<file path="src/sv/trq_pkg.sv">
// Package: constants, types and the delay conversion for the timer request queue
package trq_pkg;
  localparam int unsigned Slots = 32;
  localparam int unsigned IdxW = $clog2(Slots);
  localparam int unsigned CntW = $clog2(Slots + 1);
  localparam int unsigned MaxResults = 32;
  localparam int unsigned ResW = $clog2(MaxResults + 1);

  // ceil(2^38/625): ((usec >> 4) * UsecRecip) >> 38 == usec / 10000 for any 32-bit usec
  localparam logic [28:0] UsecRecip = 29'd439804652;

  localparam logic [1:0] ReqAdd   = 2'd0;
  localparam logic [1:0] ReqAbort = 2'd1;
  localparam logic [1:0] ReqTick  = 2'd2;

  localparam logic [2:0] KindQueued  = 3'd0;
  localparam logic [2:0] KindFull    = 3'd1;
  localparam logic [2:0] KindAborted = 3'd2;
  localparam logic [2:0] KindNotFnd  = 3'd3;
  localparam logic [2:0] KindNullId  = 3'd4;
  localparam logic [2:0] KindExpired = 3'd5;
  localparam logic [2:0] KindNoExp   = 3'd6;

  typedef enum logic [2:0] {
    StIdle, StConv, StAppend, StScan, StWait, StOut
  } state_e;

  // memory port bundle
  typedef struct packed {
    logic            we;
    logic [IdxW-1:0] waddr;
    logic [31:0]     wid;
    logic [31:0]     wtgt;
    logic [IdxW-1:0] raddr;
  } mem_req_t;
endpackage

</file>
<file path="src/sv/trq_ram.sv">
// Entry store: id and target per slot, one write and one registered read port
module trq_ram (
  input  logic               clk_i,
  input  trq_pkg::mem_req_t  req_i,
  output logic [31:0]        rid_o,
  output logic [31:0]        rtgt_o
);
  logic [63:0] mem_q [trq_pkg::Slots];

  always_ff @(posedge clk_i) begin
    if (req_i.we) begin
      mem_q[req_i.waddr] <= {req_i.wid, req_i.wtgt};
    end
    {rid_o, rtgt_o} <= mem_q[req_i.raddr];
  end
endmodule

</file>
<file path="src/sv/trq_ctrl.sv">
// Sequencer: decodes requests, scans and compacts the entry store, emits results
module trq_ctrl (
  input  logic              clk_i,
  input  logic              rst_ni,
  input  logic              in_valid_i,
  output logic              in_ready_o,
  input  logic [1:0]        req_type_i,
  input  logic [31:0]       request_id_i,
  input  logic [31:0]       seconds_i,
  input  logic [31:0]       microseconds_i,
  output logic              out_valid_o,
  input  logic              out_ready_i,
  output logic [2:0]        result_kind_o,
  output logic [31:0]       done_id_o,
  output logic              last_o,
  output trq_pkg::mem_req_t mem_o,
  input  logic [31:0]       rid_i,
  input  logic [31:0]       rtgt_i
);
  trq_pkg::state_e state_q, state_d;
  logic [31:0] tick_q, tick_d;
  logic [trq_pkg::CntW-1:0] cnt_q, cnt_d;
  logic [1:0]  typ_q, typ_d;
  logic [31:0] id_q, id_d;
  logic [31:0] secs_q, secs_d;
  logic [31:0] usec_q, usec_d;
  logic [31:0] ticks_q, ticks_d;
  logic [trq_pkg::CntW-1:0] rd_q, rd_d;   // scan read position
  logic [trq_pkg::CntW-1:0] wr_q, wr_d;   // compaction write position
  logic [trq_pkg::ResW-1:0] nres_q, nres_d;
  logic        hit_q, hit_d;
  logic        ov_q, ov_d;
  logic [2:0]  kind_q, kind_d;
  logic [31:0] oid_q, oid_d;
  logic        olast_q, olast_d;
  logic [31:0] prod;
  logic [56:0] quo_prod;
  logic [31:0] usec_div;
  logic [31:0] diff;
  logic        reached;

  // seconds*100 via shifts: 64+32+4
  assign prod = (secs_q << 6) + (secs_q << 5) + (secs_q << 2);
  // microseconds/10000 as (microseconds/16)/625 by reciprocal multiply
  assign quo_prod = {29'd0, usec_q[31:4]} * {28'd0, trq_pkg::UsecRecip};
  assign usec_div = {13'd0, quo_prod[56:38]};
  assign diff = tick_q - rtgt_i;
  assign reached = ~diff[31];

  assign in_ready_o    = (state_q == trq_pkg::StIdle) && !ov_q;
  assign out_valid_o   = ov_q;
  assign result_kind_o = kind_q;
  assign done_id_o     = oid_q;
  assign last_o        = olast_q;

  always_comb begin
    state_d = state_q; tick_d = tick_q; cnt_d = cnt_q; typ_d = typ_q;
    id_d = id_q; secs_d = secs_q; usec_d = usec_q; ticks_d = ticks_q;
    rd_d = rd_q; wr_d = wr_q; nres_d = nres_q; hit_d = hit_q;
    ov_d = ov_q; kind_d = kind_q; oid_d = oid_q; olast_d = olast_q;
    mem_o = '0;
    mem_o.raddr = rd_q[trq_pkg::IdxW-1:0];
    if (ov_q && out_ready_i) ov_d = 1'b0;
    case (state_q)
      trq_pkg::StIdle: begin
        if (in_valid_i && in_ready_o) begin
          typ_d = req_type_i; id_d = request_id_i;
          secs_d = seconds_i; usec_d = microseconds_i;
          rd_d = '0; wr_d = '0; nres_d = '0; hit_d = 1'b0; ticks_d = '0;
          if (req_type_i == trq_pkg::ReqAdd || req_type_i == trq_pkg::ReqAbort) begin
            if (request_id_i == '0) begin
              ov_d = 1'b1; kind_d = trq_pkg::KindNullId; oid_d = '0; olast_d = 1'b1;
            end else if (req_type_i == trq_pkg::ReqAdd) begin
              if (cnt_q == trq_pkg::CntW'(trq_pkg::Slots)) begin
                ov_d = 1'b1; kind_d = trq_pkg::KindFull;
                oid_d = request_id_i; olast_d = 1'b1;
              end else begin
                state_d = trq_pkg::StConv;
              end
            end else begin
              state_d = trq_pkg::StScan;
            end
          end else if (req_type_i == trq_pkg::ReqTick) begin
            tick_d = tick_q + 32'd1;
            state_d = trq_pkg::StScan;
          end
        end
      end
      trq_pkg::StConv: begin
        // delay in ticks, wrapping at 32 bits
        ticks_d = prod + usec_div;
        state_d = trq_pkg::StAppend;
      end
      trq_pkg::StAppend: begin
        // zero delay rounds up to one tick
        mem_o.we = 1'b1;
        mem_o.waddr = cnt_q[trq_pkg::IdxW-1:0];
        mem_o.wid = id_q;
        mem_o.wtgt = tick_q + ((ticks_q == '0) ? 32'd1 : ticks_q);
        cnt_d = cnt_q + 1'b1;
        ov_d = 1'b1; kind_d = trq_pkg::KindQueued; oid_d = id_q; olast_d = 1'b1;
        state_d = trq_pkg::StIdle;
      end
      trq_pkg::StScan: begin
        // issue read of rd_q, then process returned entry in StWait
        if (rd_q < cnt_q) begin
          state_d = trq_pkg::StWait;
        end else begin
          cnt_d = wr_q;
          state_d = trq_pkg::StIdle;
          if (typ_q == trq_pkg::ReqAbort) begin
            ov_d = 1'b1; kind_d = hit_q ? trq_pkg::KindAborted : trq_pkg::KindNotFnd;
            oid_d = id_q; olast_d = 1'b1;
          end else begin
            if (nres_q == '0) begin
              ov_d = 1'b1; kind_d = trq_pkg::KindNoExp; oid_d = '0; olast_d = 1'b1;
            end else begin
              // last expiry result was held back until scan end
              ov_d = 1'b1; kind_d = trq_pkg::KindExpired; oid_d = oid_q; olast_d = 1'b1;
            end
          end
        end
      end
      trq_pkg::StWait: begin
        rd_d = rd_q + 1'b1;
        if (typ_q == trq_pkg::ReqAbort) begin
          if (!hit_q && rid_i == id_q) begin
            hit_d = 1'b1;
          end else begin
            mem_o.we = 1'b1; mem_o.waddr = wr_q[trq_pkg::IdxW-1:0];
            mem_o.wid = rid_i; mem_o.wtgt = rtgt_i;
            wr_d = wr_q + 1'b1;
          end
          state_d = trq_pkg::StScan;
        end else if (reached && nres_q < trq_pkg::ResW'(trq_pkg::MaxResults)) begin
          // emit previously held expiry, hold this one
          nres_d = nres_q + 1'b1;
          oid_d = rid_i;
          if (nres_q != '0) begin
            ov_d = 1'b1; kind_d = trq_pkg::KindExpired; oid_d = oid_q; olast_d = 1'b0;
            state_d = trq_pkg::StOut;
          end else begin
            state_d = trq_pkg::StScan;
          end
          ticks_d = rid_i;
        end else begin
          mem_o.we = 1'b1; mem_o.waddr = wr_q[trq_pkg::IdxW-1:0];
          mem_o.wid = rid_i; mem_o.wtgt = rtgt_i;
          wr_d = wr_q + 1'b1;
          state_d = trq_pkg::StScan;
        end
      end
      trq_pkg::StOut: begin
        // wait for the emitted result, then hold the new pending id
        if (!ov_q || out_ready_i) begin
          oid_d = ticks_q;
          state_d = trq_pkg::StScan;
        end
      end
      default: state_d = trq_pkg::StIdle;
    endcase
  end

  always_ff @(posedge clk_i or negedge rst_ni) begin
    if (!rst_ni) begin
      state_q <= trq_pkg::StIdle;
      tick_q <= '0; cnt_q <= '0; ov_q <= 1'b0;
    end else begin
      state_q <= state_d;
      tick_q <= tick_d; cnt_q <= cnt_d; ov_q <= ov_d;
    end
  end

  always_ff @(posedge clk_i) begin
    typ_q <= typ_d; id_q <= id_d; secs_q <= secs_d; usec_q <= usec_d;
    ticks_q <= ticks_d; rd_q <= rd_d; wr_q <= wr_d; nres_q <= nres_d;
    hit_q <= hit_d; kind_q <= kind_d; oid_q <= oid_d; olast_q <= olast_d;
  end
endmodule

</file>
<file path="src/sv/timer_request_queue.sv">
// Top level of the timer request queue
//  channel | handshake             | payload
//  in      | in_valid_i/in_ready_o | req_type_i request_id_i seconds_i microseconds_i
//  out     | out_valid_o/out_ready_i | result_kind_o done_id_o last_o
// An add that is queued passes StConv, which converts microseconds/10000 by
// reciprocal multiply, then StAppend, which appends to memory and sets the result.
// Null id or full list: result shows the cycle after the transfer.
// Abort and tick walk the entry memory: StScan reads each stored entry, then StWait
// handles it (compacting write-back of kept entries); each expiry after the first
// also passes StOut while its result waits for transfer.
// Reset clears tick counter, entry count and handshakes; entries need no clear.
// One request is in work at a time; input waits until its last result transfers.
module timer_request_queue (
  input  logic        clk_i,
  input  logic        rst_ni,
  input  logic        in_valid_i,
  output logic        in_ready_o,
  input  logic [1:0]  req_type_i,
  input  logic [31:0] request_id_i,
  input  logic [31:0] seconds_i,
  input  logic [31:0] microseconds_i,
  output logic        out_valid_o,
  input  logic        out_ready_i,
  output logic [2:0]  result_kind_o,
  output logic [31:0] done_id_o,
  output logic        last_o
);
  trq_pkg::mem_req_t mem_req;
  logic [31:0] rid, rtgt;

  // entry memory, read data registered from the address
  trq_ram u_ram (
    .clk_i  (clk_i),
    .req_i  (mem_req),
    .rid_o  (rid),
    .rtgt_o (rtgt)
  );

  // request sequencer
  trq_ctrl u_ctrl (
    .clk_i          (clk_i),
    .rst_ni         (rst_ni),
    .in_valid_i     (in_valid_i),
    .in_ready_o     (in_ready_o),
    .req_type_i     (req_type_i),
    .request_id_i   (request_id_i),
    .seconds_i      (seconds_i),
    .microseconds_i (microseconds_i),
    .out_valid_o    (out_valid_o),
    .out_ready_i    (out_ready_i),
    .result_kind_o  (result_kind_o),
    .done_id_o      (done_id_o),
    .last_o         (last_o),
    .mem_o          (mem_req),
    .rid_i          (rid),
    .rtgt_i         (rtgt)
  );
endmodule

</file>
<file path="config.mk">
export PLATFORM = sky130hd
export DESIGN_NAME = timer_request_queue
export DESIGN_NICKNAME = d
export VERILOG_FILES = /design/src/sv/trq_pkg.sv /design/src/sv/trq_ram.sv /design/src/sv/trq_ctrl.sv /design/src/sv/timer_request_queue.sv
export SDC_FILE = /design/constraint.sdc
export NUM_CORES = 2
export LEC_CHECK = 0
export BUFFER_PORTS_ARGS = -buffer_cell sky130_fd_sc_hd__buf_2
export CORE_ASPECT_RATIO = 0.75
export CORE_MARGIN = 2
export CORE_UTILIZATION = 60
export DETAILED_ROUTE_END_ITERATION = 8
export GPL_TIMING_DRIVEN = 1
export PLACE_DENSITY_LB_ADDON = 0.1
export SLEW_MARGIN = 15
export SYNTH_ARGS = -nofsm -noshare
export SYNTH_HDL_FRONTEND = slang
export SYNTH_HIERARCHICAL = 1
export SYNTH_SLANG_ARGS = --single-unit
</file>
<file path="constraint.sdc">
create_clock -name clk_i -period 13.2 [get_ports clk_i]
set_clock_uncertainty 0.05 [all_clocks]
set_input_delay 3.96 -clock clk_i [delete_from_list [all_inputs] [get_ports clk_i]]
set_output_delay 3.96 -clock clk_i [all_outputs]
set_load 0.1 [all_outputs]
</file>
Yosys cells after proc, flatten, opt, wreduce, memory -nomap -nowiden
Memory sizes are Yosys's and may differ from the RTL's. A register that Yosys moved wholly into a read port is not among the register bits.
Index checks and enable logic that the tools add are counted.

storage, ports and cells
  bits in registers = 225
  RAM bits = 2048
  bits of input ports = 102
  output and inout port bits = 38
  word-level logic and storage cells = 176
  memories = 1

operators by class
  add/sub/neg operators = 10
  multiply operators = 1
  order comparisons = 2
  eq/ne operators = 28
  multiplexer cells = 85
  bitwise operators = 2
  reductions and logical operators = 31

memory list
  name         depth  width  rd ports  clocked after memory_dff  write ports  line          source
  u_ram.mem_q  32     64     1         1                         1            trq_ram.sv:8  logic [63:0] mem_q [trq_pkg::Slots];

operator list
  cell                                                                     count
  32-bit two-way mux                                                       16
  70-bit two-way mux                                                       3
  32-bit case mux with 5 select lines                                      1
  70-bit case mux with 2 select lines                                      1
  32-bit adder                                                             3
  32-bit case mux with 3 select lines                                      1
  32-bit logical NOT                                                       2
  3-bit two-way mux                                                        21
  28-bit by 27-bit multiplier with 55-bit output, second input constant    1
  6-bit case mux with 2 select lines                                       4
  6-bit two-way mux                                                        7
  32-bit by 1-bit adder with 32-bit output, second input constant          1
  32-bit by 19-bit adder with 32-bit output                                1
  32-bit equality test                                                     1
  32-bit subtractor                                                        1
  1-bit two-way mux                                                        25
  6-bit by 1-bit adder with 6-bit output, second input constant            4
  4-bit AND reduction                                                      5
  3-bit inequality test, second input constant                             5
  3-bit case mux with 5 select lines                                       1
  3-bit case mux with 4 select lines                                       1
  11-bit AND reduction                                                     1
  2-bit by 1-bit inequality test with 1-bit output, second input constant  5
  2-bit inequality test, second input constant                             5
  29 further kinds                                                         43

Logic depth before layout (Yosys ltp)
  word-level depth = 8
  gate-level depth with buffers = 36
  mapped depth without buffers = 36

Modules after synthesis
Netlist, hierarchy kept.

modules (own cells, without submodules)
  module    times used  cells an instance  area an instance (um2)  sequential area each (um2)
  trq_ram   1           3096               78964.5                 62780.2
  trq_ctrl  1           2824               28881.4                 6426.2

Worst setup path before layout
No wires, ideal clock.

  path type = register to register
  start = register u_ctrl.usec_q[18]
  end = register u_ctrl.ticks_q[30] (data pin)
  library setup time = 0.259 ns
  data arrival time = 8.572 ns
  required time = 12.891 ns
  path slack = 4.319 ns
  cell stages (with the launch flop) = 32
  buffers on the path = 0
  period minus slack after synthesis = 8.881 ns
  cells stage by stage = edfxtp_1 > ha_1 > inv_1 > fa_1 > inv_1 > fa_1 > fa_1 > fa_1 > fa_1 > inv_1 > fa_1 > inv_1 > ha_1 > a21oi_1 > nor2_1 > nor4_1 > a211oi_1 > o221ai_1 > o31ai_1 > a221oi_1 > xnor2_1 > fa_1 > ha_1 > and3_1 > a221o_1 > a21oi_1 > o21ai_0 > a31oi_1 > o221ai_1 > o21ai_0 > mux2i_1 > nand2_1

on the way
  cells in the longest elaborated chain, start to end = 3

RTL lines
  item                                            line             source
  from (decl)                                     trq_ctrl.sv:26   logic [31:0] usec_q, usec_d;
  from (signal assigned)                          trq_ctrl.sv:175  typ_q <= typ_d; id_q <= id_d; secs_q <= secs_d; usec_q <= usec_d;
  28-bit by 27-bit multiplier with 55-bit output  trq_ctrl.sv:45   assign quo_prod = {29'd0, usec_q[31:4]} * {28'd0, trq_pkg::UsecRecip};
  32-bit by 19-bit adder with 32-bit output       trq_ctrl.sv:91   ticks_d = prod + usec_div;
  32-bit case mux with 3 select lines             trq_ctrl.sv:64   case (state_q)
  named net u_ctrl.ticks_d[30]                    trq_ctrl.sv:27   logic [31:0] ticks_q, ticks_d;
  to (signal assigned)                            trq_ctrl.sv:176  ticks_q <= ticks_d; rd_q <= rd_d; wr_q <= wr_d; nres_q <= nres_d;
  to (decl)                                       trq_ctrl.sv:27

The timed path passes the listed nets, and every way through them passes these cells.
A chain may end at the register's enable or synchronous reset.

Worst setup path in the final report
  start = register u_ctrl.usec_q[6]
  end = register u_ctrl.ticks_q[30] (data pin)

Same word-level chain as after synthesis.

==> parameters.txt <==
Parameter                              Value

Outcome
  Run status ... finished clean

Detailed routing
  Initial DRC Count ... ~7500
  Wire per inst ... 33.1 um
  Antenna-violating nets left ... 0
  Total via count after detailed routing ... 57500
  Wire length reported by the detailed router ... 288000 um
  DR pass1 iterations ... 8
  Detailed-route DRC error count ... 0
  DR vias/cell ... between 6 and 7

GRT
  Via count of the first global-routing pass ... 56200
  Met2 capacity usage during global routing ... 0.469
  Met3 track demand over resource ... 0.0682
  Overall global routing resource usage ... 0.318
  Wire length of the first global-routing pass ... approximately 410000 um
  Most heavily used metal layer in global routing ... met1
  Initial antenna violation count ... 10
  Pin count of the biggest net entering global routing ... 127
  Total congestion overflow after global routing ... 0
  Routing usage on met1 ... 0.480

Floorplan
  Placement Rows ... 134
  Effective utilization at floorplan ... 0.605
  Die area ... 183000 um^2
  Horizontal extent of the die ... about 500 um
  Die Y ... around 370 um
  Io pins ... 140
  Core Box Area ... 178000 um^2

Worst hold path
  Worst min-delay path category ... reg2reg
  Critical hold path startpoint ... u_ctrl/cnt_q[5]
  Cell depth of the worst min-delay path ... 1

Setup path
  Launching element type of the critical path ... register
  Worst reg-to-reg path cell count ... 33
  Reg2Reg Setup Slack ... roughly 2.5 ns
  Startpoint of the worst register-to-register path ... u_ctrl/usec_q[6]
  Type of destination of the critical path ... register
  Capture point of the worst path ... u_ctrl/ticks_q[30]
  Crit-path leading delay family ... adder cells
  Library cell contributing the largest single delay on the critical path ... edfxtp_1
  Crit path buffers/inverters ... 4
  Critical register-to-register path endpoint ... u_ctrl/ticks_q[30]
  Worst path most repeated cell ... fa_1
  Worst setup path category ... reg2reg
  Crit path depth ... 33
  Largest fanout of any net on the critical path ... 9
  Arrival @ worst endpoint ... 11.31 ns
  Largest incremental delay on the critical path ... roughly 0.8 ns
  Required time at the endpoint of the critical path ... between 10 and 15 ns
  Crit path launch ... u_ctrl/usec_q[6]

CTS
  Number of gates resized after CTS ... 0
  H-tree depth reported by CTS ... 4
  Hold buffer count at CTS ... 0
  Total clock sinks ... between 2000 and 2500
  CTS Root Cell ... clkbuf_16
  Clock tree from TritonCTS ... built
  Clock-pin slew reported for the worst setup and hold paths after clock tree synthesis ... 0.07 ns
  Count of buffers added by post-CTS timing repair for setup ... 0
  Number of CTS-inserted buffers ... approximately 210
  Max clock buf depth ... 3
  Insertion delay of the later-clocked pin in the worst-skew pair ... 0.88 ns

Timing
  Final setup vio count ... 0
  Minimum clock period ... roughly 11 ns
  Unrepaired setup endpoints after global routing ... false
  Peak Freq ... a little over 90 MHz
  Endpoints failing hold ... 0
  Setup TNS Final ... 0 ns
  Number of max-slew violations in the final report ... 0
  Final critical-path share of the clock period ... 0.814
  Worst slew slack as a fraction of its limit ... 0.144
  Worst slew pin tran ... 1.28 ns

Synth
  Count of flip-flops with a built-in enable after synthesis ... about 2200
  Dominant synthesized flop cell ... edfxtp_1
  Cell types with the largest area share after synthesis ... edfxtp_1, mux4_2, fa_1, ha_1, inv_1
  Share of the synthesized area in the top cell type ... 0.620
  Synthesized netlist net count ... ~6800
  Post-synthesis sequential element count ... ~2300
  Mean post-synth cell area ... between 15 and 20 um^2
  Share of async-settable or async-resettable flops after synthesis ... 0.0180
  Post-synthesis instance total ... 5920
  Count of yosys warnings during synthesis ... 6
  Sequential element share of the synthesized area ... 0.642
  Synth cell types ... 75
  Netlist area before placement ... between 100000 and 150000 um^2
  Largest area contributor in the netlist ... edfxtp_1

Placed design
  Gp weighted congestion ... 0.962
  Number of buffers added on ports ... 133
  Detailed-placement wirelength estimate ... ~170000 um

Cells and area
  Area growth, synth to finish ... 10.0%
  Net count, final ... ~7000
  Fill count ... between 10000 and 15000
  Fraction of layout instances using a drive strength above 1 ... 0.207

Flow run
  Max-cap violation count ... 0
==> worst min path at each step <==
stage | slack [ns] | end
global route | 0.51 | u_ctrl/tick_q[30]
finish | 0.47 | u_ctrl/cnt_q[5]
CTS | 0.47 | u_ctrl/cnt_q[5]
global placement | 0.45 | u_ctrl/cnt_q[5]
detailed placement | 0.46 | u_ctrl/cnt_q[5]
floorplan | 0.43 | u_ctrl/cnt_q[5]
==> layer usage <==
layer | wire [um] | part of all wire
met5 | 72 | 0.00025
met2 | 130000 | 0.45
met4 | 10600 | 0.037
met1 | 116000 | 0.40
met3 | 30500 | 0.11
==> cell type report <==
class | count | area, um^2 | area share
Antenna cell | 5 | 12.5 | 0.000105
Clock buffer | 309 | 5940 | 0.0500
Clock inverter | 94 | 1100 | 0.00927
Inverter | 593 | 2230 | 0.0188
Multi-Input combinational cell | 2744 | 35600 | 0.300
Sequential cell | 2333 | 69200 | 0.583
Tap cell | 2380 | 2980 | 0.0251
Timing Repair Buffer | 240 | 1580 | 0.0133
==> Yosys cell counts, drive strengths merged (67+ instances only) <==
cell type	n
nand2	114
mux2	74
clkbuf	130
mux2i	75
ha	393
o21ai	88
xor2	77
xnor2	74
a22o	67
nor2	155
inv	593
a21oi	157
edfxtp	2227
buf	120
fa	376
mux4	602
==> cells in the final DEF, fill, tap and decap left out, drive strengths merged, types with 64 or more instances in the layout <==
cell / instances
a21oi: 157
a22o: 67
buf: 240
clkbuf: 309
clkinv: 72
dfxtp: 64
edfxtp: 2227
fa: 376
ha: 393
inv: 598
mux2: 74
mux2i: 75
mux4: 602
nand2: 114
nor2: 155
o21ai: 88
xnor2: 74
xor2: 77
==> state kept, by name, summed over array words and instances, names as in the netlist, 6 cells and up <==
signal and count:
u_ctrl/cnt_q 6, u_ram/rid_o 32, u_ctrl/rd_q 6, u_ctrl/ticks_q 32, u_ctrl/tick_q 32, u_ram/rtgt_o 32, u_ctrl/done_id_o 32, u_ctrl/secs_q 30
u_ctrl/id_q 32, u_ctrl/nres_q 6, u_ram/mem_q 2048, u_ctrl/wr_q 6, u_ctrl/usec_q 28
==> metrics by stage <==
step	instances	hold slack [ns]	worst slack, ns	utilization	area, um^2
after detailed placement	8290	0.456	2.60	0.626	112000
after floorplan	5920	0.432	4.32	-	108000
after global routing	8697	0.510	1.74	0.666	119000
final	8698	0.474	2.45	0.666	119000
after global placement	8290	0.451	2.71	0.626	112000
after CTS	8693	0.472	2.56	0.666	119000
==> logic make-up (layout without fill, tap and decap cells) <==
family          after synthesis  count (layout)  share of synthesized area
fa+ha+maj                   769             769                      0.115
mux                         751             751                      0.140
other cells                   0               5                          0
simple gates                491             491                     0.0225
xor+xnor                    151             151                     0.0123
compound gates              582             582                     0.0366
buf+inv                     843            1236                     0.0311
flops                      2333            2333                      0.642
Power is not shown: default switching activity piles up to over one toggle a cycle in this logic, so the estimate is an artifact.
